`src/hdl/apcg_pkg.sv`:
```
package apcg_pkg;

  localparam int unsigned SINE_TABLE_BITS_DEF = 10;
  localparam int unsigned INDEX_BITS_DEF      = 12;

  // Input and configuration field widths
  localparam int unsigned PIXEL_W  = 12;
  localparam int unsigned TIME_W   = 32;
  localparam int unsigned LEN_W    = 13;
  localparam int unsigned CFG_W    = 16;
  localparam int unsigned CFG_IDX_W = 8;
  localparam int unsigned PHASE_W  = 32;
  localparam int unsigned SINE_W   = 15;

  // Register map
  localparam logic [CFG_IDX_W-1:0] REG_STRIP_LENGTH = 8'd0;
  localparam logic [CFG_IDX_W-1:0] REG_DRIFT_SPEED  = 8'd1;
  localparam logic [CFG_IDX_W-1:0] REG_HUE_LOW      = 8'd2;
  localparam logic [CFG_IDX_W-1:0] REG_HUE_HIGH     = 8'd3;

  localparam logic [LEN_W-1:0] STRIP_LENGTH_RST = 13'd60;
  localparam logic [15:0]      DRIFT_SPEED_RST  = 16'd256;
  localparam logic [15:0]      HUE_LOW_RST      = 16'd19661;
  localparam logic [15:0]      HUE_HIGH_RST     = 16'd55706;

  // Phase increments in Q0.32 turns per unit
  localparam logic [31:0] K_X1   = 32'd3486182905;
  localparam logic [31:0] K_X2   = 32'd1572200134;
  localparam logic [31:0] K_X3   = 32'd2529191520;
  localparam logic [31:0] K_T1   = 32'd211905235;
  localparam logic [31:0] K_T2   = 32'd116206097;
  localparam logic [31:0] K_T3   = 32'd157220013;
  localparam logic [31:0] K_OFF3 = 32'd1162060968;

  localparam logic [31:0] HALF_PI_Q30 = 32'd1686629713;
  localparam int unsigned V_BASE = 36045;
  localparam int unsigned V_AMP2 = 58982;

  localparam int unsigned QUEUE_DEPTH = 4;

  typedef struct packed {
    logic [PHASE_W-1:0] p1;
    logic [PHASE_W-1:0] p2;
    logic [PHASE_W-1:0] p3;
  } phase_t;

  // Quarter-wave sine entry in unsigned Q0.15, Taylor series in Q2.30
  function automatic logic [SINE_W-1:0] sine_entry(int unsigned k, int unsigned bits);
    longint unsigned th;
    longint unsigned th2;
    longint unsigned term;
    longint          sum;
    longint unsigned e;
    th   = (longint'(k) * longint'(HALF_PI_Q30) + (64'd1 << (bits - 1))) >> bits;
    th2  = (th * th) >> 30;
    term = th;
    sum  = longint'(th);
    term = ((term * th2) >> 30) / 6;   sum = sum - longint'(term);
    term = ((term * th2) >> 30) / 20;  sum = sum + longint'(term);
    term = ((term * th2) >> 30) / 42;  sum = sum - longint'(term);
    term = ((term * th2) >> 30) / 72;  sum = sum + longint'(term);
    term = ((term * th2) >> 30) / 110; sum = sum - longint'(term);
    term = ((term * th2) >> 30) / 156; sum = sum + longint'(term);
    term = ((term * th2) >> 30) / 210; sum = sum - longint'(term);
    if (sum < 0) sum = 0;
    e = (longint'(sum) * 32767 + (64'd1 << 29)) >> 30;
    if (e > 32767) e = 32767;
    return SINE_W'(e);
  endfunction

endpackage

```
`src/hdl/apcg_fifo.sv`:
```
module apcg_fifo #(
  parameter int unsigned WIDTH = 96,
  parameter int unsigned DEPTH = apcg_pkg::QUEUE_DEPTH
) (
  input  logic             clk_i,
  input  logic             rst_ni,
  input  logic             push_i,
  input  logic [WIDTH-1:0] data_i,
  input  logic             pop_i,
  output logic [WIDTH-1:0] data_o,
  output logic             full_o,
  output logic             empty_o
);

  localparam int unsigned PW = $clog2(DEPTH);

  logic [WIDTH-1:0] mem_q [0:DEPTH-1];
  logic [PW-1:0]    wr_q, rd_q;
  logic [PW:0]      cnt_q;

  assign full_o  = cnt_q == (PW+1)'(DEPTH);
  assign empty_o = cnt_q == '0;
  assign data_o  = mem_q[rd_q];

  always_ff @(posedge clk_i or negedge rst_ni) begin
    if (!rst_ni) begin
      wr_q  <= '0;
      rd_q  <= '0;
      cnt_q <= '0;
    end else begin
      if (push_i) wr_q <= (wr_q == PW'(DEPTH - 1)) ? '0 : wr_q + 1'b1;
      if (pop_i)  rd_q <= (rd_q == PW'(DEPTH - 1)) ? '0 : rd_q + 1'b1;
      if (push_i && !pop_i) cnt_q <= cnt_q + 1'b1;
      else if (pop_i && !push_i) cnt_q <= cnt_q - 1'b1;
    end
  end

  always_ff @(posedge clk_i) begin
    if (push_i) mem_q[wr_q] <= data_i;
  end

endmodule

```
`config.mk`:
```
export PLATFORM = sky130hd
export DESIGN_NAME = apcg_fifo
export DESIGN_NICKNAME = d
export VERILOG_FILES = /design/src/hdl/apcg_pkg.sv /design/src/hdl/apcg_fifo.sv
export SDC_FILE = /design/constraint.sdc
export NUM_CORES = 1
export LEC_CHECK = 0
export ABC_AREA = 1
export BUFFER_PORTS_ARGS = -buffer_cell sky130_fd_sc_hd__buf_4
export CORE_MARGIN = 2
export CORE_UTILIZATION = 52
export DETAILED_ROUTE_END_ITERATION = 10
export GPL_TIMING_DRIVEN = 0
export PLACE_DENSITY = 0.8
export SYNTH_ARGS = -nofsm -noshare
export SYNTH_HDL_FRONTEND = slang
export SYNTH_SLANG_ARGS = --single-unit
```
`constraint.sdc`:
```
create_clock -name clk_i -period 3.18 [get_ports clk_i]
set_clock_uncertainty 0.2 [all_clocks]
set_input_delay 0.318 -clock clk_i [delete_from_list [all_inputs] [get_ports clk_i]]
set_output_delay 0.318 -clock clk_i [all_outputs]
set_load 0.005 [all_outputs]
```
==> flow_metrics.env <==
export IMPL_period_needed_ns=2.59
export IMPL_worstSetupEndpointType="output port"
export IMPL_syn_num_nets=1279
export IMPL_die_w_um=177
export IMPL_cts_resized_gates=0
export IMPL_synth_top_family_by_area="compound AO/OA/AOI/OAI gates"
export IMPL_regToRegSetupSlack_ns=0.94
export IMPL_path_cells="inv_2 -> buf_1 -> nand2_1 -> o211ai_1 -> nand2_1 -> buf_4"
export IMPL_slew_headroom_pct=50.2
export IMPL_r2r_end="mem_q[0][23]"
export IMPL_sequentialPowerShare_pct=39.6
export IMPL_worstHoldEndpoint="mem_q[2][66]"
export IMPL_area_growth_pct=28.1
export IMPL_comb_power_share_pct=33.5
export IMPL_hold_buffers=100
export IMPL_critPathRequiredTime_ns=2.66
export IMPL_cts_root_buf="clkbuf_16"
export IMPL_wl_um=35900
export IMPL_ir_worst_vdd_uv=664
export IMPL_vias=10150
export IMPL_cts_tree="done"
export IMPL_synth_simple_area_share_pct=7.46
export IMPL_yosysSeqAreaShare_pct=74.9
export IMPL_synthAdderAreaFrac_pct=0.609
export IMPL_grt_pass1_wl_um=55400
export IMPL_setup_viol=0
export IMPL_clockPowerShare_pct=26.9
export IMPL_syn_inst=1172
export IMPL_fmax_mhz=386
export IMPL_p_switching_mw=5.42
export IMPL_die_area_um2=31400
export IMPL_antenna_found_initial=2
export IMPL_swShare_pct=31.5
export IMPL_ys_warn_count=0
export IMPL_p_int_mw=11.8
export IMPL_worstReg2RegStart="wr_q[0]"
export IMPL_slowest_stage="buf_1"
export IMPL_dp_hpwl_um=21000
export IMPL_crit_type="reg2out"
export IMPL_final_util_pct=67.5
export IMPL_clock_path_buffers=3
export IMPL_finalPower_mw=17.2
export IMPL_leakage_nw=8.17
export IMPL_worst_pin_slew_ns=0.747
export IMPL_r2r_cells=5
export IMPL_grt_usage_pct=23.0
export IMPL_hold_path_depth=2
export IMPL_power_density_nw_per_um2=860
export IMPL_cp_slowest_stage_delay_ns=0.46
export IMPL_fp_dieH_um=177
export IMPL_drcViolationCount=0
export IMPL_tns_ns=0
export IMPL_ios=198
export IMPL_holdCritPathClass="in2reg"
export IMPL_synth_cell_area_um2=15600
export IMPL_critPathLaunchType="flip-flop"
export IMPL_cts_sinks=391
export IMPL_synth_compound_area_share_pct=9.36
export IMPL_port_buffers=197
export IMPL_fin_crit_sh_pct=81.5
export IMPL_numCtsBuffers=39
export IMPL_crit_fanout=10
export IMPL_drt_iter0_markers=842
export IMPL_worstPathArrival_ns=2.07
export IMPL_coreArea_um2=29600
export IMPL_start_util_pct=52.7
export IMPL_vias_per_cell=5.25
export IMPL_postCtsSetupBuffers=0
export IMPL_htree_levels=2
export IMPL_grt_max_degree=54
export IMPL_detail_route_wl_per_cell_um=18.5
export IMPL_syn_area_per_cell_um2=13.3
export IMPL_grt_overflow=0
export IMPL_crit_top_cell="nand2_1"
export IMPL_clk_latency_ns=0.50
export IMPL_yosys_area_share_xor_xnor_pct=0.0561
export IMPL_drive_gt1_share_pct=20.5
export IMPL_outcome="finished, final reports clean"
export IMPL_path_clk_slew_ns=0.06
export IMPL_yosysUniqueCellTypes=20
export IMPL_nets=1621
export IMPL_synthMuxAreaShare_pct=0
export IMPL_ys_ff_latch=391
export IMPL_first_pass_iters=5
export IMPL_final_max_slew_violation_count=0
export IMPL_antenna_left=0
export IMPL_rsz0062_at_grt="false"
export IMPL_rows=63
export IMPL_min_delay_start="data_i[66]"
export IMPL_place_congestion=0.768
export IMPL_maxCapViolCount=0
export IMPL_grt_pass1_vias=10512
export IMPL_finalHoldViolations=0
## worst max-delay path, delay by kind of cell, from the launching register on
family | cells | cell delay [ns]
AOI/OAI and AO/OA | 1 | 0.14
buffers and inverters | 3 | 0.78
DFF | 1 | 0.40
and+or+nand+nor | 2 | 0.24
## sequential cells by signal, indices dropped and copies added, names as in the netlist
name and cells:
cnt_q 3, mem_q 384, rd_q 2, wr_q 2
## stage by stage
step | std cells | area [µm²] | hold slack (ns) | setup slack, ns
2_1_floorplan | 1172 | 15600 | -0.178 | 0.0157
3_3_place_gp | 1759 | 17600 | -0.0625 | -1.50
3_5_place_dp | 1763 | 17700 | -0.0565 | 0.934
4_1_cts | 1932 | 20000 | 0.331 | 0.561
5_1_grt | 1934 | 20000 | 0.336 | 0.443
6_report | 1934 | 20000 | 0.347 | 0.589
## layer usage
metal	share of wire (%)	wire length (µm)	track usage, %
met1	40	14400	29.5
met2	52	18500	40.1
met3	6.1	2190	3.92
met4	2.1	742	7.41
met5	0	0	0
## power by group through the flow
stage	Combinational (mW)	Clock, mW	Sequential (mW)
4_1_cts	5.82	4.67	6.81
2_1_floorplan	2.92	0	6.93
3_3_place_gp	5.47	0	7.01
5_1_grt	6.32	4.91	6.88
3_5_place_dp	5.68	0	6.91
6_report	5.77	4.64	6.81
## logic make-up after synthesis
group                    Yosys count
adder cells (fa/ha/maj)            7
buffers and inverters            268
AND/OR/NAND/NOR                  309
AO/OA/AOI/OAI                    196
flip-flops                       391
XOR/XNOR                           1
## layout make-up
cell class                 count  area [µm²]
antenna                        2        5.00
buffer                        63         414
clock buffer                  50        1060
clock inverter                19         239
fill                        1973        9620
inverter                     205         782
multi-input combinational    513        2730
sequential                   391       11700
tap                          390         488
timing repair buffer         301        2590
## Yosys cell counts (all sizes together)
cell	instances	area share (%)
ha	6	0.48
buf	58	2.5
nand2	303	7.3
fa	1	0.13
xnor2	1	0.056
o21ai	4	0.13
o211ai	192	9.2
nand3	1	0.032
nand4	1	0.040
edfxtp	384	74
inv	205	4.9
clkbuf	5	0.12
nor2	2	0.048
nor3	2	0.064
dfrtp	7	1.1
## layout by cell type, fill, tap and decap left out, drive strengths merged
cell	instances
buf	259
bufinv	6
clkbuf	55
clkinv	13
dfrtp	7
diode	2
dlygate4sd3	100
edfxtp	384
fa	1
ha	6
inv	205
nand2	303
nand3	1
nand4	1
nor2	2
nor3	2
o211ai	192
o21ai	4
xnor2	1
## how the worst max path moves through the flow
stage / from / to / cells past startpoint
after floorplan: wr_q[0] / mem_q[2][0] / 4
after global placement: wr_q[0] / mem_q[2][34] / 4
after detailed placement: wr_q[0] / mem_q[0][34] / 5
after CTS: rd_q[0] / data_o[94] / 6
after global routing: rd_q[0] / data_o[94] / 6
final: rd_q[0] / data_o[94] / 6
Note: power is estimated with default switching activity, not from simulation.
